[config.mk]
export PLATFORM = sky130hd
export DESIGN_NAME = tphl_lerp
export DESIGN_NICKNAME = d
export VERILOG_FILES = /design/src/design/tphl_pkg.sv /design/src/design/tphl_lerp.sv
export SDC_FILE = /design/constraint.sdc
export NUM_CORES = 1
export LEC_CHECK = 0
export BUFFER_PORTS_ARGS = -buffer_cell sky130_fd_sc_hd__buf_2
export CAP_MARGIN = 25
export CORE_UTILIZATION = 39
export DETAILED_ROUTE_END_ITERATION = 8
export MAX_ROUTING_LAYER = met4
export PLACE_DENSITY = 0.58
export SKIP_LAST_GASP = 1
export SYNTH_ARGS = -nofsm -noshare
export SYNTH_HDL_FRONTEND = slang
export SYNTH_SLANG_ARGS = --single-unit
[constraint.sdc]
create_clock -name clk -period 8.1 [get_ports clk]
set_input_delay 0.405 -clock clk [delete_from_list [all_inputs] [get_ports clk]]
set_output_delay 0.405 -clock clk [all_outputs]
set_load 0.05 [all_outputs]
[src/design/tphl_pkg.sv]
`timescale 1ns / 1ps
// ----------------------------------------------------------------------------
// tphl_pkg
// Shared types and constants of the timed position history lookup.
// ----------------------------------------------------------------------------
package tphl_pkg;
	localparam int Depth = 16;
	localparam int IdxW = $clog2(Depth);
	localparam int NCoord = 9;
	localparam int CoordW = 24;
	localparam int TimeW = 31;
	localparam int PeriodW = 10;
	localparam int FracW = 16;

	localparam logic [1:0] OP_STORE = 2'd0;
	localparam logic [1:0] OP_QUERY = 2'd1;
	localparam logic [1:0] OP_FILL = 2'd2;
	localparam logic [1:0] OP_UNUSED = 2'd3;

	localparam logic [1:0] ST_ACK = 2'd0;
	localparam logic [1:0] ST_NOADJ = 2'd1;
	localparam logic [1:0] ST_OLDEST = 2'd2;
	localparam logic [1:0] ST_INTERP = 2'd3;

	localparam logic [PeriodW-1:0] PERIOD_RESET = PeriodW'(50);

	typedef logic signed [CoordW-1:0] coord_t;
	typedef coord_t [NCoord-1:0] cvec_t;
	typedef logic [IdxW-1:0] idx_t;
	typedef logic [TimeW-1:0] time_t;

	// memory access bundle from controller to store
	typedef struct packed {
		logic wr;
		idx_t waddr;
		time_t wstamp;
		cvec_t wcoord;
		idx_t raddr;
	} mem_req_t;
endpackage

[src/design/tphl_lerp.sv]
`timescale 1ns / 1ps
// ----------------------------------------------------------------------------
// tphl_lerp
// One coordinate interpolation: a + floor((b-a)*frac/2^16), saturated.
// Two register stages: product, then sum.
// ----------------------------------------------------------------------------
module tphl_lerp
	import tphl_pkg::*;
(
	input  logic             clk,
	input  coord_t           a,
	input  coord_t           b,
	input  logic [FracW-1:0] frac,
	output coord_t           res
);
	logic signed [CoordW:0] diff;
	logic signed [CoordW+FracW+1:0] prod_s1;
	coord_t a_s1;
	logic signed [CoordW+1:0] sum;
	coord_t sat;
	coord_t res_s2;

	assign diff = (CoordW+1)'(b) - (CoordW+1)'(a);

	always_ff @(posedge clk) begin
		prod_s1 <= diff * $signed({1'b0, frac});
		a_s1 <= a;
		res_s2 <= sat;
	end

	// arithmetic shift floors toward minus infinity
	assign sum = (CoordW+2)'(a_s1) + (CoordW+2)'(prod_s1 >>> FracW);

	always_comb begin
		if (sum > (CoordW+2)'(2**(CoordW-1) - 1)) sat = {1'b0, {(CoordW-1){1'b1}}};
		else if (sum < -(CoordW+2)'(2**(CoordW-1))) sat = {1'b1, {(CoordW-1){1'b0}}};
		else sat = sum[CoordW-1:0];
	end

	assign res = res_s2;
endmodule

* Word level (Yosys, flattened, before mapping)
Cells that the tools add are included.
** Storage, ports and cells
- Register bits after elaboration :: 90
- Logic and storage cells :: 9
- Output and inout bits :: 24
- Bits of input ports :: 65
** Cells by class
- Muxes and demuxes :: 1
- Multipliers :: 1
- Add/subtract/negate cells :: 2
- $lt $le $gt $ge :: 2
** Operators with widths (number)
- 25-bit by 17-bit multiplier with 42-bit output :: 1
- 24-bit by 26-bit adder with 26-bit output :: 1
- 26-bit by 24-bit > comparator with 1-bit output, second input constant :: 1
- 26-bit by 24-bit less-than comparator with 1-bit output, second input constant :: 1
- 24-bit by 24-bit subtractor with 25-bit output :: 1
- 24-bit two-way mux :: 1

* Longest topological paths before layout
- Depth in word-level cells :: 3
- Mapped depth :: 34
- Gate-level depth less buffers :: 33

* Worst setup path after synthesis
Ideal clock, no wire load.
- Path kind :: input-to-reg
- Start point :: input b[0]
- End point :: register prod_s1[39]
- Stages on the path :: 33
- Setup slack :: -131 ps
- Setup time :: 72 ps
- Arrival time :: 8159 ps
- Data required time :: 8028 ps
- Path buffers :: 2
- Cells stage by stage :: inv_1 ha_1 fa_1 nand2b_1 a21boi_1 o21ai_1 a311oi_1 o21ai_1 nand3b_1 a21oi_1 or3_1 clkbuf_1 clkbuf_1 and3_1 fa_1 inv_1 fa_1 inv_1 fa_1 fa_1 fa_1 inv_1 fa_1 inv_1 ha_1 and3_1 a221o_1 a211oi_1 a21boi_1 a31o_2 or2_1 a21oi_1 xnor2_1
** On the way
- Longest elaborated chain between the ends :: 2
** RTL lines
- start, declared :: RTL line tphl_lerp.sv:12 : input coord_t b,
- 24-bit by 24-bit subtractor with 25-bit output :: RTL line tphl_lerp.sv:23 : assign diff = (CoordW+1)'(b) - (CoordW+1)'(a);
- 25-bit by 17-bit multiplier with 42-bit output :: RTL line tphl_lerp.sv:26 : prod_s1 <= diff * $signed({1'b0, frac});
- end signal, assigned :: RTL line tphl_lerp.sv:26
- end, declared :: RTL line tphl_lerp.sv:17 : logic signed [CoordW+FracW+1:0] prod_s1;
Every way passes these cells.
A chain may end at the register's enable or synchronous reset.

* Worst setup path in the final report
Ends and elaborated chain as after synthesis.

==> key figures <==
Worst setup path
  • Max incr delay on CP: 540 ps
  • Worst reg-to-reg path cell count: 10
  • Reg-to-reg startpoint: prod_s1[28]$_DFF_P_
  • WS Path Type: in -> reg
  • Worst setup SP type: primary input
  • Critical path capture point type: register
  • FF-to-FF setup slack: 4820 ps
  • Slowest library cell on the worst path: fa_1
  • CP Data Required Time: 8360 ps
  • Reg-to-Reg End: res[5]$_SDFF_PN1_
  • CP max FO: 5
  • Most frequent CP cell: fa_1
  • Data arrival, critical path: 8320 ps
  • CP startpoint: b[0]

Route
  • DR WL/cell: 17.0 um
  • Vias per cell: 4.89
  • Pre-antenna DRT Iters: 5
  • DRT Wirelength: 48,000 um
  • # DRC: 0
  • DR iter-0 viols: 749
  • Vias: 13,768
  • DRT antenna net count: 0

Clock tree
  • Clock Sinks: 74
  • Skew-Pair Late Insertion Delay: 340 ps
  • H-tree depth: 3
  • CTS buffer count: 9
  • Root Buffer Master: clkbuf_16
  • CTS tree: yes
  • CTS Buffer Depth: 2
  • Clk slew on worst S/H paths: 50 ps

STA
  • Final hold viol count: 0
  • Setup Viol. Count Final: 0
  • RSZ-0062 raised after global routing: yes
  • Final period utilization: 99.5%
  • Final Critical Period: 8060 ps
  • Max_slew headroom: 47.1%
  • Worst Tran Pin Value: 793 ps
  • Fmax achieved: 124 MHz
  • Max-slew violation count: 0
  • Clk_skew: 10.9 ps

Logic synthesis
  • Most common flop cell mapped by yosys: dfxtp_1
  • Syn nets: 2,608
  • Syn. warnings: 0
  • Sequential fraction of the synthesis area: 8.17%
  • Synth cell types: 63
  • Async SR Flop Fraction: 0%
  • Synth Instances: 2,002
  • Mean Syn Cell Area: 9.06 sq um
  • Synth Register Bits: 74
  • Mapped Area: 18,100 sq um
  • Number of synthesized flops with an enable pin: 0

Floorplan
  • Die area: 47,400 sq um
  • Chip height: 218 um
  • Core box area: 45,600 sq um
  • Ports: 89
  • # rows: 78
  • Initial core utilization: 39.8%
  • Die width: 218 um

Placement
  • Buffers on Ports: 88
  • Post-placement cell area: 20,400 sq um
  • Gpl congestion: 0.888
  • Post-DP HPWL: 38,600 um

Min path
  • Hold Path Depth: 1
  • Worst Hold Launch: a[23]
  • HP Class: in -> reg
  • Endpoint with the worst hold slack: a_s1[23]$_DFF_P_

GRT
  • Initial antenna violation count: 0
  • Total track usage: 22.0%
  • Largest net degree at the start of global routing: 27
  • Vias in the first global route: 15,053
  • Gr ovfl total: 0
  • First-pass GRT wire length: 78,400 um

Flow run
  • Max Cap Viol: 0

Final layout
  • Fraction of layout instances using a drive strength above 1: 15.6%
  • Final Cell Area: 21,200 sq um
  • Nets@finish: 2,818
  • Area grow syn2layout: 17.0%
  • Antenna diode count: 0

Run status
  • Status: finished, final reports clean
## sequential cells by signal (all words and copies together), names as in the netlist
register and flops:
res 24, prod_s1 26, a_s1 24
## synth_stat cells, types with 6 or more instances
| library cell | n | share of area, % |
|---|---|---|
| a211oi_1 | 12 | 0.50 |
| a21o_1 | 54 | 2.2 |
| a21oi_1 | 58 | 1.6 |
| a31oi_1 | 6 | 0.21 |
| and2_1 | 136 | 4.7 |
| and3_1 | 16 | 0.55 |
| clkbuf_1 | 66 | 1.4 |
| dfxtp_1 | 74 | 8.2 |
| fa_1 | 391 | 43 |
| ha_1 | 150 | 10 |
| inv_1 | 493 | 10 |
| nand2_1 | 255 | 5.3 |
| nand2b_1 | 12 | 0.41 |
| nand3_1 | 28 | 0.77 |
| nand4_1 | 6 | 0.21 |
| nor2_1 | 21 | 0.43 |
| nor2b_1 | 26 | 0.90 |
| nor3_1 | 7 | 0.19 |
| o21a_1 | 12 | 0.50 |
| o21ai_0 | 17 | 0.47 |
| o21ai_1 | 10 | 0.28 |
| o21bai_1 | 7 | 0.29 |
| o31ai_1 | 6 | 0.25 |
| xnor2_1 | 48 | 2.3 |
| xor2_1 | 28 | 1.4 |
## final cells by class
type / count / area [sq um]
Clock buffer: 10 / 239
Timing Repair Buffer: 270 / 2010
Inverter: 493 / 1850
Sequential cell: 74 / 1480
Clock inverter: 5 / 103
Fill cell: 4373 / 24400
Tap cell: 600 / 751
Multi-Input combinational cell: 1364 / 14800
## worst max-delay path, delay by kind of cell
kind | cells | cell delay (ps)
adder cells (fa/ha/maj) | 9 | 3790
AO/OA/AOI/OAI | 10 | 1780
AND/OR/NAND/NOR | 6 | 1300
buffers and inverters | 10 | 900
XOR/XNOR | 1 | 120
## cell usage in the layout (no fill, tap or decap), types with 5 or more instances in the layout
cell	count
nor2_1	21
and2_1	136
dfxtp_1	74
a21oi_2	7
a211oi_1	9
inv_1	488
nand2_1	254
nand4_1	6
xor2_1	28
a21o_1	54
fa_1	387
o21ai_1	9
o211ai_1	5
buf_2	86
o21bai_1	7
and3_1	15
nand3_1	23
a31oi_1	6
buf_4	165
a21oi_1	50
o21a_1	12
ha_1	146
buf_6	5
buf_12	11
clkbuf_16	11
o31ai_1	5
xnor2_1	47
o21ai_0	14
nor3_1	7
nand2b_1	11
nor2b_1	26
## how the worst max path moves through the flow
stage                                to  slack, ps  cells past startpoint
floorplan           prod_s1[39]$_DFF_P_         10                     33
global placement    prod_s1[41]$_DFF_P_       -390                     35
detailed placement  prod_s1[39]$_DFF_P_       -510                     35
CTS                 prod_s1[39]$_DFF_P_          5                     35
global route        prod_s1[41]$_DFF_P_       -300                     37
finish              prod_s1[39]$_DFF_P_         40                     36
## logic make-up after synthesis
group | share of synthesized area [%]
compound gates | 8.64
xor+xnor | 3.67
fa+ha+maj | 53.5
buf+inv | 11.8
flops | 8.17
simple gates | 14.2
## per-stage QoR
| step | cells | TNS, ps | hold WS [ps] | worst slack, ps | utilization (%) |
|---|---|---|---|---|---|
| floorplan | 2002 | 0 | 433 | 11.3 | - |
| global placement | 2784 | -1800 | 528 | -386 | 44.8 |
| detailed placement | 2784 | -3050 | 533 | -511 | 44.8 |
| CTS | 2799 | 0 | 176 | 5.05 | 45.6 |
| global route | 2816 | -1420 | 177 | -300 | 46.6 |
| finish | 2816 | 0 | 189 | 44.4 | 46.6 |
## per-layer routing
| layer | wire (um) | GRT usage (%) | up-vias | share of wire (%) |
|---|---|---|---|---|
| li1 | - | - | 6417 | - |
| met1 | 19600 | 26.6 | 7013 | 41 |
| met2 | 25500 | 39.4 | 286 | 53 |
| met3 | 1860 | 2.20 | 52 | 3.9 |
| met4 | 1020 | 4.46 | 0 | 2.1 |
| met5 | 0 | - | - | 0 |
## repair_timing
action | CTS | global route
hold endpoints to repair | 0 | 0
gates cloned | 0 | 3
buffers inserted | 0 | 14
pin swaps | 1 | 44
resized for setup | 6 | 64
endpoints found under the setup margin | 4 | 15
hold buffers | 0 | 0
Power is left out: the tool's default activity adds up to more than one toggle a clock period on the data nets, which glitch-free logic cannot reach.
