===== config.mk =====
export PLATFORM = sky130hd
export DESIGN_NAME = tphl_store
export DESIGN_NICKNAME = d
export VERILOG_FILES = /design/src/design/tphl_pkg.sv /design/src/design/tphl_store.sv
export SDC_FILE = /design/constraint.sdc
export NUM_CORES = 2
export LEC_CHECK = 0
export BUFFER_PORTS_ARGS = -buffer_cell sky130_fd_sc_hd__buf_2
export CORE_AREA = 2 2 535 537
export CTS_BUF_LIST = sky130_fd_sc_hd__clkbuf_8 sky130_fd_sc_hd__clkbuf_16
export DETAILED_ROUTE_END_ITERATION = 10
export DIE_AREA = 0 0 537 539
export PLACE_DENSITY = 0.84
export SYNTH_ARGS = -nofsm -noshare
export SYNTH_HDL_FRONTEND = slang
export SYNTH_SLANG_ARGS = --single-unit

===== constraint.sdc =====
create_clock -name clk -period 2.28 [get_ports clk]
set_input_delay 0.114 -clock clk [delete_from_list [all_inputs] [get_ports clk]]
set_output_delay 0.114 -clock clk [all_outputs]
set_load 0.005 [all_outputs]

===== src/design/tphl_pkg.sv =====
`timescale 1ns / 1ps
// ----------------------------------------------------------------------------
// tphl_pkg
// Shared types and constants of the timed position history lookup.
// ----------------------------------------------------------------------------
package tphl_pkg;
	localparam int Depth = 16;
	localparam int IdxW = $clog2(Depth);
	localparam int NCoord = 9;
	localparam int CoordW = 24;
	localparam int TimeW = 31;
	localparam int PeriodW = 10;
	localparam int FracW = 16;

	localparam logic [1:0] OP_STORE = 2'd0;
	localparam logic [1:0] OP_QUERY = 2'd1;
	localparam logic [1:0] OP_FILL = 2'd2;
	localparam logic [1:0] OP_UNUSED = 2'd3;

	localparam logic [1:0] ST_ACK = 2'd0;
	localparam logic [1:0] ST_NOADJ = 2'd1;
	localparam logic [1:0] ST_OLDEST = 2'd2;
	localparam logic [1:0] ST_INTERP = 2'd3;

	localparam logic [PeriodW-1:0] PERIOD_RESET = PeriodW'(50);

	typedef logic signed [CoordW-1:0] coord_t;
	typedef coord_t [NCoord-1:0] cvec_t;
	typedef logic [IdxW-1:0] idx_t;
	typedef logic [TimeW-1:0] time_t;

	// memory access bundle from controller to store
	typedef struct packed {
		logic wr;
		idx_t waddr;
		time_t wstamp;
		cvec_t wcoord;
		idx_t raddr;
	} mem_req_t;
endpackage


===== src/design/tphl_store.sv =====
`timescale 1ns / 1ps
// ----------------------------------------------------------------------------
// tphl_store
// Marker memory: stamp plus nine coordinates per entry, registered read.
// Entries that were never written read as zero through valid bits.
// ----------------------------------------------------------------------------
module tphl_store
	import tphl_pkg::*;
(
	input  logic     clk,
	input  logic     arst_n,
	input  mem_req_t req,
	output time_t    rstamp,
	output cvec_t    rcoord
);
	time_t stamp_mem [Depth];
	cvec_t coord_mem [Depth];
	logic [Depth-1:0] vld_q;
	time_t rs_q;
	cvec_t rc_q;
	logic rv_q;

	always_ff @(posedge clk) begin
		if (req.wr) begin
			stamp_mem[req.waddr] <= req.wstamp;
			coord_mem[req.waddr] <= req.wcoord;
		end
		rs_q <= stamp_mem[req.raddr];
		rc_q <= coord_mem[req.raddr];
	end

	always_ff @(posedge clk or negedge arst_n) begin
		if (!arst_n) begin
			vld_q <= '0;
			rv_q <= 1'b0;
		end else begin
			if (req.wr) vld_q[req.waddr] <= 1'b1;
			rv_q <= vld_q[req.raddr];
		end
	end

	assign rstamp = rv_q ? rs_q : '0;
	assign rcoord = rv_q ? rc_q : '0;
endmodule


# Yosys cells after proc, flatten, opt, wreduce, memory -nomap -nowiden
# Memory sizes are Yosys's and may differ from the RTL's. A register that Yosys moved wholly into a read port is not among the register bits.
# Cells that the tools add are included.
[classes]
order_cmp = 3
mux = 8
bitwise_logic = 1
n_reduce_logical = 1
[ops]
columns = ["operator", "count"]
rows = [
  ["$mux 216", 1],
  ["$mux 31", 1],
  ["$or 16x16->16", 1],
  ["$lt 4x5->1 const B", 2],
  ["$bmux 1 s4", 1],
  ["$demux 1 s4", 1],
  ["$ge 4x1->1 const B", 1],
  ["$mux 1", 4],
  ["$logic_and 1x1->1", 1],
]
[totals]
regBits = 17
ram_bits = 3952
inputBits = 258
out_inout_bits = 247
word_cells = 17
memories = 2
[memory_table]
columns = ["name", "depth", "word_bits", "read_ports", "rd_ports_with_merged_regs", "wr", "line_no", "text"]
rows = [
  ["coord_mem", 16, 216, 1, 1, 1, "tphl_store.sv:17", "cvec_t coord_mem [Depth];"],
  ["stamp_mem", 16, 31, 1, 1, 1, "tphl_store.sv:16", "time_t stamp_mem [Depth];"],
]

# Logic depth before layout (Yosys ltp)
[depth]
word_depth = 5
mapped_depth = 9
ltp_nobuf = 3

# Least setup slack after synthesis
# Ideal clock, no wire load.
[synth_path]
path_kind = "input port to flip-flop"
start = "input port req[253] in the netlist's numbering"
end = "register vld_q[0]"
t_arrival_ns = 18.706
path_slack_ns = -16.600
stages = 3
n_path_buf = 0
path_cell_list = "or3b_2 -> nor3_1 -> or2_2"
[synth_via]
elab_chain_cells = 5
[synth_rtl]
columns = ["element", "line_no", "text"]
rows = [
  ["from (decl)", "tphl_store.sv:12", "input mem_req_t req,"],
  ["$lt 4x5->1 (implied by the code) or $ge 4x1->1 (tied branches)", "tphl_store.sv:37", "if (req.wr) vld_q[req.waddr] <= 1'b1;"],
  ["$logic_and 1x1->1 (implied by the code)", "tphl_store.sv:37", ""],
  ["$mux 1 (implied by the code)", "tphl_store.sv:37", ""],
  ["$demux 1 s4 (*)", "tphl_store.sv:37", ""],
  ["$or 16x16->16 (no source line) (*)", "n/a", ""],
  ["to (signal assigned)", "tphl_store.sv:34", "vld_q <= '0;"],
  ["to (signal, indexed assignment)", "tphl_store.sv:37", ""],
  ["to (decl)", "tphl_store.sv:18", "logic [Depth-1:0] vld_q;"],
]
# Mark *: on every way between the ends. The rest lies on a longest branch, timed or not.
# A chain may end at the register's enable or synchronous reset.

==> results.json <==
{
  "drtAntennaViolNets": 0,
  "synth-xor-area-share_pct": 0,
  "regToRegSetupSlack_ns": 0.71,
  "crit_arrival_ns": 2.33,
  "cts_root_buf": "clkbuf_16",
  "first_pass_iters": 6,
  "ys_async_sr_fraction_pct": 0.403,
  "num_rows": 196,
  "crit_path_max_fanout": 10,
  "syn_avg_cell_area_um2": 23.0,
  "synth_seq_area_share_pct": 79.8,
  "timing.final.crit_share_pct": 107,
  "internal_power_mw": 130,
  "nNetsFinal": 8284,
  "start_kind": "register",
  "clockPowerShare_pct": 40.8,
  "finClkSkew_ns": 0.0771,
  "final_hold_viol_count": 1,
  "rsz0062_at_grt": "yes",
  "gp_congestion": 0.794,
  "r2r_start": "stamp_mem[11][16]$_DFFE_PP_",
  "syn_to_final_growth_pct": 19.0,
  "via_count": 82400,
  "cts_sinks": 4216,
  "r2r_cells": 3,
  "antenna_found_initial": 91,
  "final.setup.tns_ns": -15.10,
  "start_util_pct": 54.8,
  "grt_usage_pct": 30.1,
  "synth_compound_area_share_pct": 2.57,
  "max_stage_delay_ns": 0.53,
  "whs_path_depth": 4,
  "io_buffers": 504,
  "worstMarginPinSlew_ns": 1.12,
  "drt_iter0_drc": 13500,
  "max_cap_violations": 0,
  "violations": "negative hold slack, negative setup slack",
  "cts_buffer_depth": 4,
  "worstSetupPathType": "reg2out",
  "core_um2": 284000,
  "end_kind": "output port",
  "synth-main-ff-cell": "edfxtp_1",
  "p_seq_share_pct": 52.3,
  "dieArea_um2": 289000,
  "hold-path-endpoint": "rs_q[26]$_DFF_P_",
  "syn_inst": 6769,
  "grt_pass1_wl_um": 621000,
  "crit_required_ns": 2.17,
  "drive_gt1_share_pct": 33.3,
  "synth_edf_count": 3952,
  "synthSimpleGateAreaFrac_pct": 1.90,
  "grt_max_degree": 76,
  "worst_slack_ns": -0.168,
  "crit_path_top_delay_cell": "dfrtp_4",
  "powerDensity_nw_per_um2": 905,
  "first_global_vias": 84400,
  "slew_violations": 0,
  "holdCritStartpoint": "req[0]",
  "synth_mux_area_share_pct": 14.6,
  "synth-seq-cells": 4216,
  "synth_top_family_by_area": "multiplexers",
  "cts_inserted_buffers": 395,
  "leakagePower_nw": 61.2,
  "fmax_mhz": 408,
  "status": "finished, violations left",
  "clk_pin_slew_ns": 0.07,
  "dieWidth_um": 537,
  "vias_per_cell": 6.75,
  "post-dp-hpwl_um": 228000,
  "clkLatencyLatePin_ns": 0.97,
  "cts_tree": "done",
  "htreeDepth": 5,
  "wl_per_cell_um": 36.5,
  "swShare_pct": 22.6,
  "setup_viol": 194,
  "ys_types": 27,
  "post_dp_cell_area_um2": 168000,
  "fin_crit_ns": 2.45,
  "hold_class": "in2reg",
  "drc": 0,
  "crit_path_cell_trace": "buf_12 > buf_16 > clkbuf_16 > and2_1 > buf_2",
  "syn-num-nets": 7027,
  "slew_headroom_pct": 25.2,
  "grt-ovfl-total": 0,
  "fin_util_pct": 65.2,
  "die_h_um": 539,
  "p_comb_share_pct": 6.9,
  "p_switching_mw": 37.9,
  "holdWs_ns": -0.00160,
  "synth_area_um2": 155000,
  "synth_adder_area_share_pct": 0,
  "fin_area_um2": 185000,
  "yosys_warnings": 0,
  "wirelength_um": 445000,
  "reg2reg_to": "rs_q[16]$_DFF_P_",
  "peakVddDrop_mv": 1.10,
  "io_pins": 505
}
-- worst max path at each step --
stage                         from                   end  slack [ns]  cells after the start
finish              rv_q$_DFF_PN0_           rcoord[115]       -0.17                      5
global route        rv_q$_DFF_PN0_           rcoord[115]       -0.18                      5
CTS                 rv_q$_DFF_PN0_             rstamp[5]       -0.18                      5
detailed placement          req[1]      rc_q[24]$_DFF_P_        0.12                      6
global placement            req[0]     rc_q[104]$_DFF_P_        0.18                      6
floorplan                 req[253]  vld_q[0]$_DFFE_PN0P_       -4.70                      3
-- area by class of cell --
cell class | count | area [um^2]
diodes | 70 | 175
flip-flops and latches | 4216 | 124000
clock inverters | 304 | 2940
fillers | 16500 | 98900
clock buffers | 438 | 10500
multi-input cells | 2178 | 30100
repair buffers | 1235 | 12600
well taps | 3762 | 4710
-- cells in the final DEF (no fill, tap or decap), types with 11 or more instances in the layout --
| master | synthesis | routed |
|---|---|---|
| mux2i_1 | 48 | 48 |
| clkinvlp_4 | 0 | 12 |
| mux2_2 | 129 | 129 |
| dfxtp_1 | 247 | 247 |
| nand2b_1 | 30 | 30 |
| dlygate4sd3_1 | 0 | 257 |
| nor2_4 | 0 | 14 |
| and2_4 | 0 | 90 |
| a221oi_1 | 26 | 26 |
| or2_2 | 17 | 17 |
| clkbuf_8 | 0 | 40 |
| buf_12 | 0 | 246 |
| diode_2 | 0 | 70 |
| edfxtp_1 | 3952 | 3952 |
| clkinv_1 | 0 | 47 |
| bufinv_16 | 0 | 39 |
| o21ai_0 | 33 | 33 |
| clkinv_16 | 0 | 17 |
| buf_16 | 0 | 11 |
| inv_1 | 0 | 79 |
| buf_4 | 60 | 204 |
| nand2_1 | 180 | 180 |
| buf_2 | 108 | 430 |
| a22oi_1 | 415 | 415 |
| o22a_1 | 11 | 11 |
| nor2b_1 | 50 | 44 |
| mux4_2 | 922 | 922 |
| clkinv_2 | 0 | 90 |
| o221ai_1 | 44 | 44 |
| and2_1 | 250 | 156 |
| dfrtp_1 | 17 | 16 |
| clkbuf_16 | 0 | 405 |
| buf_6 | 6 | 73 |
-- through the flow --
step	power (mW)	hold WS, ns	instances	worst slack [ns]
floorplan	93.6	-0.182	6769	-4.70
global placement	97.8	0.0406	11100	0.177
detailed placement	98.4	0.0545	11100	0.122
CTS	166	0.00350	12100	-0.178
global route	171	0.000527	12200	-0.184
finish	167	-0.00160	12200	-0.168
-- what timing repair did --
action,CTS,global route
hold buffers,257,0
resized for setup,136,87
endpoints found under the setup margin,245,223
pin swaps,1,2
endpoints found under the hold margin,4313,0
setup buffers,9,4
cloned,8,10
-- per-layer routing --
| layer | part of all wire, % | vias up | GRT usage, % |
|---|---|---|---|
| li1 | - | 31100 | - |
| met1 | 32 | 42400 | 38.7 |
| met2 | 50 | 7507 | 49.6 |
| met3 | 13 | 1382 | 6.69 |
| met4 | 5.2 | 46 | 13.1 |
| met5 | 0.067 | - | 0 |
-- cell usage after synthesis, types with 48 or more instances --
library cell	instances	area, um^2
dfxtp_1	247	4940
mux2_2	129	1450
clkbuf_1	153	574
nor2b_1	50	313
nand2_1	180	676
and2_1	250	1560
edfxtp_1	3952	119000
buf_2	108	541
a22oi_1	415	3120
mux2i_1	48	480
buf_4	60	450
mux4_2	922	20800
-- power by group through the flow --
stage / registers, mW / clock network, mW / logic [mW]
global placement: 88.9 / 0 / 8.94
detailed placement: 89.1 / 0 / 9.29
finish: 87.6 / 68.4 / 11.5
floorplan: 88.7 / 0 / 4.94
global route: 87.6 / 71.1 / 11.9
CTS: 87.5 / 68.1 / 10.8
-- worst max-delay path, delay by kind of cell (launching register included) --
| kind | cells | cell delay [ns] |
|---|---|---|
| buf+inv | 4 | 0.68 |
| flops | 1 | 0.53 |
| simple gates | 1 | 0.16 |
-- cell families after synthesis --
kind of cell / count (synthesis)
AO/OA/AOI/OAI: 529
multiplexers: 1099
AND/OR/NAND/NOR: 550
flip-flops: 4216
buffers and inverters: 375
-- sequential cells by signal, summed over array words and instances (netlist names) --
signal     count
coord_mem   3456
rc_q         216
rs_q          31
stamp_mem    496
rv_q           1
vld_q         16
(Power assumes the default switching activity.)
