$ cat src/design/tphl_pkg.sv
`timescale 1ns / 1ps
// ----------------------------------------------------------------------------
// tphl_pkg
// Shared types and constants of the timed position history lookup.
// ----------------------------------------------------------------------------
package tphl_pkg;
	localparam int Depth = 16;
	localparam int IdxW = $clog2(Depth);
	localparam int NCoord = 9;
	localparam int CoordW = 24;
	localparam int TimeW = 31;
	localparam int PeriodW = 10;
	localparam int FracW = 16;

	localparam logic [1:0] OP_STORE = 2'd0;
	localparam logic [1:0] OP_QUERY = 2'd1;
	localparam logic [1:0] OP_FILL = 2'd2;
	localparam logic [1:0] OP_UNUSED = 2'd3;

	localparam logic [1:0] ST_ACK = 2'd0;
	localparam logic [1:0] ST_NOADJ = 2'd1;
	localparam logic [1:0] ST_OLDEST = 2'd2;
	localparam logic [1:0] ST_INTERP = 2'd3;

	localparam logic [PeriodW-1:0] PERIOD_RESET = PeriodW'(50);

	typedef logic signed [CoordW-1:0] coord_t;
	typedef coord_t [NCoord-1:0] cvec_t;
	typedef logic [IdxW-1:0] idx_t;
	typedef logic [TimeW-1:0] time_t;

	// memory access bundle from controller to store
	typedef struct packed {
		logic wr;
		idx_t waddr;
		time_t wstamp;
		cvec_t wcoord;
		idx_t raddr;
	} mem_req_t;
endpackage

$ cat src/design/tphl_div.sv
`timescale 1ns / 1ps
// ----------------------------------------------------------------------------
// tphl_div
// Restoring divider for the Q0.16 fraction, one quotient bit a cycle.
// ----------------------------------------------------------------------------
module tphl_div
	import tphl_pkg::*;
(
	input  logic             clk,
	input  logic             arst_n,
	input  logic             start,
	input  time_t            num,
	input  time_t            den,
	output logic             done,
	output logic [FracW-1:0] quo
);
	localparam int CntW = $clog2(FracW + 1);
	logic [TimeW:0] rem_q;
	time_t den_q;
	logic [FracW-1:0] q_q;
	logic [CntW-1:0] cnt_q;
	logic busy_q;
	logic [TimeW+1:0] sh;
	logic ge;

	assign sh = {rem_q, 1'b0};
	assign ge = sh >= {2'b0, den_q};

	always_ff @(posedge clk or negedge arst_n) begin
		if (!arst_n) begin
			busy_q <= 1'b0;
			cnt_q <= '0;
		end else if (start) begin
			busy_q <= 1'b1;
			cnt_q <= CntW'(FracW);
		end else if (busy_q) begin
			cnt_q <= cnt_q - 1'b1;
			if (cnt_q == CntW'(1)) busy_q <= 1'b0;
		end
	end

	// num < den always, so the quotient of num*2^16 fits in 16 bits
	always_ff @(posedge clk) begin
		if (start) begin
			rem_q <= {1'b0, num};
			den_q <= den;
			q_q <= '0;
		end else if (busy_q) begin
			rem_q <= ge ? (TimeW+1)'(sh - {2'b0, den_q}) : sh[TimeW:0];
			q_q <= {q_q[FracW-2:0], ge};
		end
	end

	assign done = busy_q && cnt_q == CntW'(1);
	assign quo = {q_q[FracW-2:0], ge};
endmodule

$ cat config.mk
export PLATFORM = sky130hd
export DESIGN_NAME = tphl_div
export DESIGN_NICKNAME = d
export VERILOG_FILES = /design/src/design/tphl_pkg.sv /design/src/design/tphl_div.sv
export SDC_FILE = /design/constraint.sdc
export NUM_CORES = 1
export LEC_CHECK = 0
export BUFFER_PORTS_ARGS = -buffer_cell sky130_fd_sc_hd__buf_2
export CAP_MARGIN = 5
export CORE_MARGIN = 5
export CORE_UTILIZATION = 45
export DETAILED_ROUTE_END_ITERATION = 16
export GPL_TIMING_DRIVEN = 0
export PLACE_DENSITY = 0.7
export SLEW_MARGIN = 0
export SYNTH_ARGS = -nofsm -noshare
export SYNTH_HDL_FRONTEND = slang
export SYNTH_SLANG_ARGS = --single-unit
$ cat constraint.sdc
create_clock -name clk -period 6.4 [get_ports clk]
set_clock_uncertainty 0.1 [all_clocks]
set_input_delay 0.64 -clock clk [delete_from_list [all_inputs] [get_ports clk]]
set_output_delay 0.64 -clock clk [all_outputs]
set_load 0.005 [all_outputs]
# After elaboration in Yosys (flattened, before gate mapping)

Cells that the tools add are included.

Register bits after elaboration: 84
Bits of input ports: 65
Output and inout port bits: 17
Word-level logic and storage cells: 20

$add $sub $neg: 2
Order comparisons: 1
Eq/ne operators: 1
Multiplexer cells: 8
Reductions and logical operators: 2

Operators by type and width:

| operator                                             | count |
|---|---|
| two-way mux 31 bit                                   | 2 |
| greater-or-equal comparator 33 x 31 -> 1 bit         | 1 |
| two-way mux 32 bit                                   | 1 |
| subtractor 32 x 31 -> 32 bit                         | 1 |
| two-way mux 5 bit                                    | 2 |
| equality test 5 x 1 -> 1 bit (second input constant) | 1 |
| subtractor 5 x 1 -> 5 bit (second input constant)    | 1 |
| two-way mux 1 bit                                    | 3 |
| nonzero test 2 bit                                   | 1 |
| logical AND 1 bit                                    | 1 |

# Longest topological paths before layout

Gate-level depths: netlist (run 1).

Depth after elaboration: 4
Depth in mapped cells: 13
Gate-level depth less buffers: 11

# Worst setup path before layout (run 1)

Ideal clock, no wire load.

Path kind: register to output
Start point: register rem_q[3]
End point: output port quo[0]
Arrival: 2556 ps
Required time: 5660 ps
Slack: 3104 ps
Cell stages (with the launch flop): 12
Path buffers: 3
Cells stage by stage: edfxtp_1 ha_1 a21o_1 or3_4 o2111a_1 nor3b_2 o21ai_2 a211oi_2 buf_4 buf_2 inv_1 buf_4

Longest elaborated chain between the ends: 1

Ends and longest elaborated chain:

| item                                         | line           | text |
|---|---|---|
| start: declaration                           | tphl_div.sv:18 | `logic [TimeW:0] rem_q;` |
| start signal: assignment                     | tphl_div.sv:45 | `rem_q <= {1'b0, num};` |
| start signal: assignment                     | tphl_div.sv:49 | `rem_q <= ge ? (TimeW+1)'(sh - {2'b0, den_q}) : sh[TimeW:0];` |
| greater-or-equal comparator 33 x 31 -> 1 bit | tphl_div.sv:27 | `assign ge = sh >= {2'b0, den_q};` |
| end: declaration                             | tphl_div.sv:15 | `output logic [FracW-1:0] quo` |

No other way between the ends.

# Worst setup path in the final report (run 1)

Same ends and word-level chain as after synthesis.

==> results.sh, run 1 <==
export IMPL_grtUsageMet1=0.255
export IMPL_antenna_found_initial=0
export IMPL_seq_area_frac_synth=0.447
export IMPL_crit_start="rem_q[3]$_DFFE_PP_"
export IMPL_clk_pin_slew_ps=70
export IMPL_antennaDiodeCount=0
export IMPL_synthTopCellsByArea="edfxtp_1 36%, ha_1 7.9%, dfxtp_1 6.1%"
export IMPL_dr_pass1_iters=5
export IMPL_grt_pass1_vias=4303
export IMPL_io_buffers=81
export IMPL_yosys_area_top_type="edfxtp_1"
export IMPL_vdd_ir_drop_worst_mv=0.248
export IMPL_yosysUniqueCellTypes=62
export IMPL_r2r_start="rem_q[0]$_DFFE_PP_"
export IMPL_grt_pass1_wl_um=21200
export IMPL_crit_path_cell_trace="ha_1, a21o_1, or3_4, o2111a_1, nor3b_2, o21ai_2, a211oi_2, buf_4, buf_2, inv_1, buf_4, buf_2"
export IMPL_area_growth_pct=17.1
export IMPL_reg2reg_depth=9
export IMPL_clkSinkCount=84
export IMPL_worstMarginPinSlew_ps=804
export IMPL_cp_max_fo=10
export IMPL_synth_seq_cells=84
export IMPL_vias_per_cell=5.59
export IMPL_start_util=0.459
export IMPL_max_stage_delay_ps=410
export IMPL_cts_setup_buffers=0
export IMPL_syn_avg_cell_area_um2=10.1
export IMPL_grt_max_degree=33
export IMPL_cts_root_buf="clkbuf_16"
export IMPL_fp_coreArea_um2=11400
export IMPL_syn_inst=518
export IMPL_synth_main_ff_cell="edfxtp_1"
export IMPL_hold_path_class="input port to flop"
export IMPL_cellPowerDensity_nw_per_um2=460
export IMPL_r2r_end="rem_q[30]$_DFFE_PP_"
export IMPL_htree_levels=3
export IMPL_cts_buffers=9
export IMPL_final_core_util=0.537
export IMPL_crit_type="flop to output pin"
export IMPL_drc_errors=0
export IMPL_gp_congestion=0.928
export IMPL_syn_area_um2=5220
export IMPL_p_leak_nw=2.78
export IMPL_drt_iter0_drc=282
export IMPL_holdPathStages=1
export IMPL_layout_common_cells="85 x buf_2, 62 x edfxtp_1, 42 x nand2_1"
export IMPL_met2_usage=0.299
export IMPL_hold_viol=0
export IMPL_hpwl_um=9610
export IMPL_post_route_min_period_ps=4270
export IMPL_wl_per_cell_um=17.2
export IMPL_vias=4246
export IMPL_rrSetupSlack_ps=2920
export IMPL_grt_busiest_layer="met2"
export IMPL_clockBufferDepth=2
export IMPL_ant_nets=0
export IMPL_dieArea_um2=13800
export IMPL_syn_nets=617
export IMPL_period_share=0.667
export IMPL_io_pins=82
export IMPL_cp_arrival_ps=3530
export IMPL_rsz0062_at_grt="false"
export IMPL_synth_warnings=0
export IMPL_required_ps=5660
export IMPL_track_usage=0.188
export IMPL_status="finished clean"
export IMPL_wl_um=13100
export IMPL_insertion_delay_ps=350
export IMPL_cts_hold_buf=1
export IMPL_cp_end_kind="output pin"
export IMPL_row_count=39
export IMPL_die_w_um=118
export IMPL_async_flop_share=0.0714
export IMPL_yosysTopAreaCellShare=0.357
export IMPL_cp_start_kind="flop"
export IMPL_final_setup_viol_count=0
export IMPL_overflow=0
export IMPL_max_cap_violations=0
export IMPL_use_met3=0.0437
export IMPL_final_common_cell="buf_2"
export IMPL_endpoint="quo[0]"
export IMPL_cts_resized=0
export IMPL_setup_tns_final_ps=0
export IMPL_max_clock_freq_mhz=234
export IMPL_cts_tree="done"
export IMPL_slew_viol_final=0
export IMPL_num_nets_final=710
export IMPL_drive_gt1_frac=0.183
export IMPL_die_height_um=118
export IMPL_cp_slowest_cell="edfxtp_1"
export IMPL_relSlewSlack=0.464
export IMPL_synth_edf_count=62
routing by layer:
metal / routed length (um) / vias to the layer above
met5: 0 / -
met4: 218 / 0
met3: 758 / 12
met2: 6020 / 123
met1: 6090 / 2020
li1: - / 2091
Yosys cell counts, drive strengths merged (4+ instances only):
cell type / n
xor2: 17
nand3b: 18
inv: 41
a31oi: 5
o21a: 10
nand2: 42
and3: 8
dfxtp: 16
o311ai: 16
o31ai: 4
nand2b: 4
mux2i: 19
buf: 10
xnor2: 13
o21ai: 25
a211oi: 5
nor2: 37
dfrtp: 6
ha: 33
nor3: 7
a21oi: 30
edfxtp: 62
nor2b: 6
a21o: 12
nor4: 4
and2: 4
a221o: 8
clkbuf: 17
worst max-delay path, delay by kind of cell (launching register included):
kind / cells / cell delay (ps)
AO/OA/AOI/OAI: 4 / 930
buffers and inverters: 5 / 870
AND/OR/NAND/NOR: 2 / 580
flip-flops: 1 / 410
adder cells (fa/ha/maj): 1 / 380
metrics by stage:
stage / hold slack [ps] / std cells / worst slack (ps) / cell area, um2 / power (mW)
after floorplan: 244 / 518 / 3100 / 5220 / 1.92
after global placement: 366 / 742 / 2480 / 5800 / 2.24
after detailed placement: 372 / 742 / 2380 / 5800 / 2.27
after CTS: 350 / 759 / 2100 / 6110 / 2.81
after global routing: 350 / 759 / 1930 / 6110 / 3.01
final: 365 / 759 / 2130 / 6110 / 2.81
report_power, final:
group	internal, mW	switching [mW]
Sequential	0.767	0.0849
Clock	0.307	0.211
Combinational	0.604	0.834
cell families (layout without fill, tap and decap cells):
group                      Yosys count  in the layout  share of synthesized area
buffers and inverters               68            166                     0.0542
DFF                                 84             84                      0.447
adders and majority gates           34             34                     0.0830
and+or+nand+nor                    147            147                      0.146
AOI/OAI and AO/OA                  136            136                      0.183
xor gates and xnor gates            30             30                     0.0504
muxes                               19             19                     0.0365
how the worst min path moves through the flow:
| stage | slack [ps] | end | startpoint |
|---|---|---|---|
| 2_1_floorplan | 240 | busy_q$_DFF_PN0_ | arst_n |
| 3_3_place_gp | 370 | cnt_q[2]$_DFFE_PN0P_ | arst_n |
| 3_5_place_dp | 370 | cnt_q[3]$_DFFE_PN0P_ | arst_n |
| 4_1_cts | 350 | den_q[28]$_DFFE_PP_ | den[28] |
| 5_1_grt | 350 | den_q[27]$_DFFE_PP_ | den[27] |
| 6_report | 370 | den_q[28]$_DFFE_PP_ | den[28] |
area by class of cell:
class | count | area (um2)
clock inverters | 3 | 16.3
flip-flops and latches | 84 | 2330
repair buffers | 82 | 415
well taps | 143 | 179
multi-input cells | 366 | 2600
clock buffers | 13 | 282
plain buffers | 27 | 129
inverters | 41 | 154
fillers | 1016 | 5260
state kept, by name (all words and copies together) (netlist names):
name	cells
busy_q	1
cnt_q	5
den_q	31
q_q	15
rem_q	32
(Power assumes the default switching activity.)
==> run 2, diff against run 1 <==
- PLACE_DENSITY: 0.7 -> 0.72
- clock period: 6.4 -> 3.8 ns (I/O delays scaled with it)
==> results.sh, run 2 (synthesis results as in run 1) <==
export IMPL_status="finished clean"
export IMPL_io_pins=82
export IMPL_reg2reg_depth=12
export IMPL_cp_end_kind="output pin"
export IMPL_row_count=39
export IMPL_hold_viol=0
export IMPL_crit_type="flop to output pin"
export IMPL_worstMarginPinSlew_ps=807
export IMPL_wl_um=12800
export IMPL_cp_arrival_ps=3180
export IMPL_r2r_end="rem_q[16]$_DFFE_PP_"
export IMPL_antennaDiodeCount=0
export IMPL_grt_max_degree=33
export IMPL_grt_pass1_vias=4354
export IMPL_cellPowerDensity_nw_per_um2=788
export IMPL_vdd_ir_drop_worst_mv=0.428
export IMPL_rsz0062_at_grt="false"
export IMPL_hold_path_class="input port to flop"
export IMPL_clockBufferDepth=2
export IMPL_n_fill_cell=1023
export IMPL_period_share=0.964
export IMPL_p_leak_nw=2.82
export IMPL_cts_tree="done"
export IMPL_clk_pin_slew_ps=70
export IMPL_vias_per_cell=5.60
export IMPL_start_util=0.459
export IMPL_die_w_um=118
export IMPL_final_common_cell="buf_2"
export IMPL_antenna_found_initial=0
export IMPL_cts_buffers=9
export IMPL_min_from="den[30]"
export IMPL_total_power_mw=4.88
export IMPL_max_clock_freq_mhz=273
export IMPL_required_ps=3320
export IMPL_hold_end="den_q[30]$_DFFE_PP_"
export IMPL_overflow=0
export IMPL_grt_pass1_wl_um=21100
export IMPL_area_growth_pct=18.6
export IMPL_max_cap_violations=0
export IMPL_fp_coreArea_um2=11400
export IMPL_post_route_min_period_ps=3660
export IMPL_cts_root_buf="clkbuf_16"
export IMPL_slew_viol_final=0
export IMPL_clkSinkCount=84
export IMPL_dieArea_um2=13800
export IMPL_largest_registers="rem_q (32), den_q (31), q_q (15)"
export IMPL_relSlewSlack=0.462
export IMPL_holdPathStages=1
export IMPL_hpwl_um=9550
export IMPL_num_nets_final=713
export IMPL_track_usage=0.187
export IMPL_gp_congestion=0.902
export IMPL_ant_nets=0
export IMPL_wl_per_cell_um=16.9
export IMPL_drt_iter0_drc=268
export IMPL_die_height_um=118
export IMPL_cp_start_kind="flop"
export IMPL_largest_reg_flops=32
export IMPL_io_buffers=81
export IMPL_vias=4268
export IMPL_layout_common_cells="84 x buf_2, 62 x edfxtp_1, 42 x nand2_1"
export IMPL_dr_pass1_iters=5
export IMPL_drive_gt1_frac=0.191
export IMPL_r2r_start="rem_q[3]$_DFFE_PP_"
export IMPL_cp_max_fo=10
export IMPL_drc_errors=0
export IMPL_htree_levels=3
export IMPL_regMostFlops="rem_q"
export IMPL_setup_tns_final_ps=0
export IMPL_rrSetupSlack_ps=270
export IMPL_final_setup_viol_count=0
export IMPL_insertion_delay_ps=360
[run 2: final cells by class]
cell class | count | area, um2 | area share
sequential | 84 | 2330 | 0.377
inverter | 41 | 154 | 0.0249
clock buffer | 12 | 300 | 0.0485
timing repair buffer | 86 | 445 | 0.0720
tap | 143 | 179 | 0.0289
multi-input combinational | 366 | 2610 | 0.422
buffer | 26 | 128 | 0.0206
clock inverter | 4 | 40.0 | 0.00647
[run 2: timing repair]
action / CTS / global route
hold buffers: 1 / 0
setup buffers: 0 / 4
endpoints found under the setup margin: 1 / 1
resized for setup: 0 / 2
endpoints found under the hold margin: 6 / 0
[run 2: worst max-delay path by stage]
| stage | start | end | cells after the start |
|---|---|---|---|
| 2_1_floorplan | rem_q[3]$_DFFE_PP_ | quo[0] | 11 |
| 3_3_place_gp | start | rem_q[15]$_DFFE_PP_ | 5 |
| 3_5_place_dp | start | rem_q[17]$_DFFE_PP_ | 5 |
| 4_1_cts | rem_q[3]$_DFFE_PP_ | quo[0] | 11 |
| 5_1_grt | rem_q[3]$_DFFE_PP_ | quo[0] | 11 |
| 6_report | rem_q[3]$_DFFE_PP_ | quo[0] | 11 |
[run 2: worst max-delay path, stage by stage, from the launching register on]
cell	delay [ps]
edfxtp_1	400
ha_1	370
a21o_1	210
or3_4	340
o2111a_1	280
nor3b_2	240
o21ai_2	170
a211oi_2	340
buf_6	190
inv_1	50
buf_4	120
buf_2	120
[run 2: per-layer routing]
layer	track usage	share of wire
met3	0.0562	0.060
met5	0	0
met4	0.0588	0.018
met2	0.303	0.47
met1	0.240	0.46
[run 2: power by group]
group	internal (mW)	switching, mW	leakage (nW)	total [mW]
Sequential	1.29	0.145	0.840	1.44
Combinational	1.06	1.42	1.81	2.48
Clock	0.575	0.388	0.169	0.962
[run 2: per-stage QoR]
| step | cells | area, um2 | hold slack [ps] | setup WS [ps] | util |
|---|---|---|---|---|---|
| floorplan | 518 | 5220 | -15.6 | 764 | - |
| detailed placement | 742 | 5800 | 110 | 87.5 | 0.510 |
| finish | 762 | 6190 | 94.0 | 138 | 0.544 |
| global placement | 742 | 5800 | 105 | 157 | 0.510 |
| CTS | 758 | 6150 | 87.5 | 29.5 | 0.541 |
| global route | 762 | 6190 | 85.5 | 68.2 | 0.544 |
==> run 3, diff against run 2 <==
- PLACE_DENSITY: 0.72 -> 0.71
==> results.sh, run 3 (synthesis results as in run 1) <==
export IMPL_drc_errors=0
export IMPL_grt_pass1_wl_um=21600
export IMPL_antennaDiodeCount=0
export IMPL_design_area_um2=6150
export IMPL_cp_max_fo=13
export IMPL_io_pins=82
export IMPL_p_clk_frac=0.180
export IMPL_dieArea_um2=13800
export IMPL_cp_arrival_ps=3120
export IMPL_wl_per_cell_um=17.5
export IMPL_htree_levels=3
export IMPL_multi_input_area_um2=2610
export IMPL_clkSinkCount=84
export IMPL_largest_reg_flops=32
export IMPL_drive_gt1_frac=0.192
export IMPL_dr_pass1_iters=4
export IMPL_area_growth_pct=17.9
export IMPL_num_nets_final=714
export IMPL_wl_um=13400
export IMPL_cts_buffers=9
export IMPL_worstMarginPinSlew_ps=826
export IMPL_grt_pass1_vias=4381
export IMPL_antenna_found_initial=0
export IMPL_total_power_mw=4.80
export IMPL_gp_congestion=0.925
export IMPL_final_common_cell="buf_2"
export IMPL_overflow=0
export IMPL_clk_pin_slew_ps=70
export IMPL_seqPwrFrac=0.298
export IMPL_cp_end_kind="output pin"
export IMPL_p_switching_mw=1.98
export IMPL_layout_common_cells="84 x buf_2, 62 x edfxtp_1, 42 x nand2_1"
export IMPL_max_cap_violations=0
export IMPL_hold_path_class="input port to flop"
export IMPL_hpwl_um=9940
export IMPL_largest_registers="rem_q (32), den_q (31), q_q (15)"
export IMPL_period_share=0.948
export IMPL_whs_ps=97.9
export IMPL_slew_viol_final=0
export IMPL_fp_coreArea_um2=11400
export IMPL_p_comb_frac=0.522
export IMPL_n_fill_cell=1047
export IMPL_max_clock_freq_mhz=278
export IMPL_vias_per_cell=5.66
export IMPL_insertion_delay_ps=350
export IMPL_post_route_min_period_ps=3600
export IMPL_seq_area_um2=2330
export IMPL_setup_tns_final_ps=0
export IMPL_drt_iter0_drc=278
export IMPL_vdd_ir_drop_worst_mv=0.390
export IMPL_row_count=39
export IMPL_switching_share=0.412
export IMPL_rsz0062_at_grt="false"
export IMPL_cts_root_buf="clkbuf_16"
export IMPL_status="finished clean"
export IMPL_final_core_util=0.541
export IMPL_clockBufferDepth=2
export IMPL_start_util=0.459
export IMPL_die_height_um=118
export IMPL_required_ps=3320
export IMPL_post_dp_cell_area_um2=5800
export IMPL_min_from="den[29]"
export IMPL_p_int_mw=2.83
export IMPL_p_leak_nw=2.80
export IMPL_crit_type="flop to output pin"
export IMPL_final_setup_viol_count=0
export IMPL_regMostFlops="rem_q"
export IMPL_vias=4316
export IMPL_cp_start_kind="flop"
export IMPL_die_w_um=118
export IMPL_cts_tree="done"
export IMPL_hold_viol=0
export IMPL_cellPowerDensity_nw_per_um2=781
export IMPL_track_usage=0.191
export IMPL_ant_nets=0
export IMPL_r2r_start="rem_q[3]$_DFFE_PP_"
export IMPL_io_buffers=81
export IMPL_grt_max_degree=33
export IMPL_crit_start="rem_q[3]$_DFFE_PP_"
export IMPL_relSlewSlack=0.450
## run 3: cell types whose count changed in the layout (fill, tap and decap cells not counted), sizes merged
cell    before  now
clkinv       1    2
buf         94   95
clkbuf      29   26
inv         44   46
## run 3: per-stage QoR
step                      instances  worst slack, ps
after global routing            763             57.4
after detailed placement        742             48.4
after global placement          742              150
after floorplan                 518              764
final                           763              198
after CTS                       758             66.2
## run 3: power groups by stage
stage / registers (mW) / logic, mW / clock network, mW
after floorplan: 1.40 / 1.83 / 0
after global placement: 1.43 / 2.34 / 0
after detailed placement: 1.45 / 2.40 / 0
after CTS: 1.43 / 2.40 / 0.883
after global routing: 1.46 / 2.76 / 0.925
final: 1.43 / 2.51 / 0.866
## run 3: final timing paths
kind                       slack (ps)  depth (start not counted)                      to
min reg2reg                       400                          2  rem_q[31]$_SDFFE_PP0P_
max reg2reg                       300                         12     rem_q[16]$_DFFE_PP_
max                               200                         11                  quo[0]
max in group asynchronous        3180                          2    cnt_q[3]$_DFFE_PN0P_
min in group asynchronous         270                          2        busy_q$_DFF_PN0_
min                               100                          1     den_q[29]$_DFFE_PP_
## run 3: cell type report
| cell class | count | share of cell area |
|---|---|---|
| plain buffers | 26 | 0.0208 |
| inverters | 41 | 0.0250 |
| repair buffers | 87 | 0.0737 |
| clock buffers | 9 | 0.0366 |
| clock inverters | 7 | 0.0112 |
| well taps | 143 | 0.0291 |
| multi-input cells | 366 | 0.424 |
| flip-flops and latches | 84 | 0.379 |
## run 3: what timing repair did
item,4_1_cts,5_1_grt
pin swaps,0,0
setup buffers,0,5
endpoints found under the setup margin,1,1
endpoints found under the hold margin,6,0
hold buffers,1,0
resized for setup,0,2
## run 3: per-layer routing
metal / track usage / vias up / wire, um
met4: 0.0638 / 0 / 223
met3: 0.0389 / 19 / 711
met1: 0.261 / 2067 / 6160
li1: - / 2105 / -
met5: 0 / - / 0
met2: 0.305 / 125 / 6280
## run 3: worst max-delay path, stage by stage, from the launching register on
cell      delay, ps
edfxtp_1        400
ha_1            370
a21o_1          210
or3_4           340
o2111a_1        280
nor3b_2         230
o21ai_2         160
a211oi_2        280
buf_6           200
inv_1            50
buf_4           120
buf_2           120
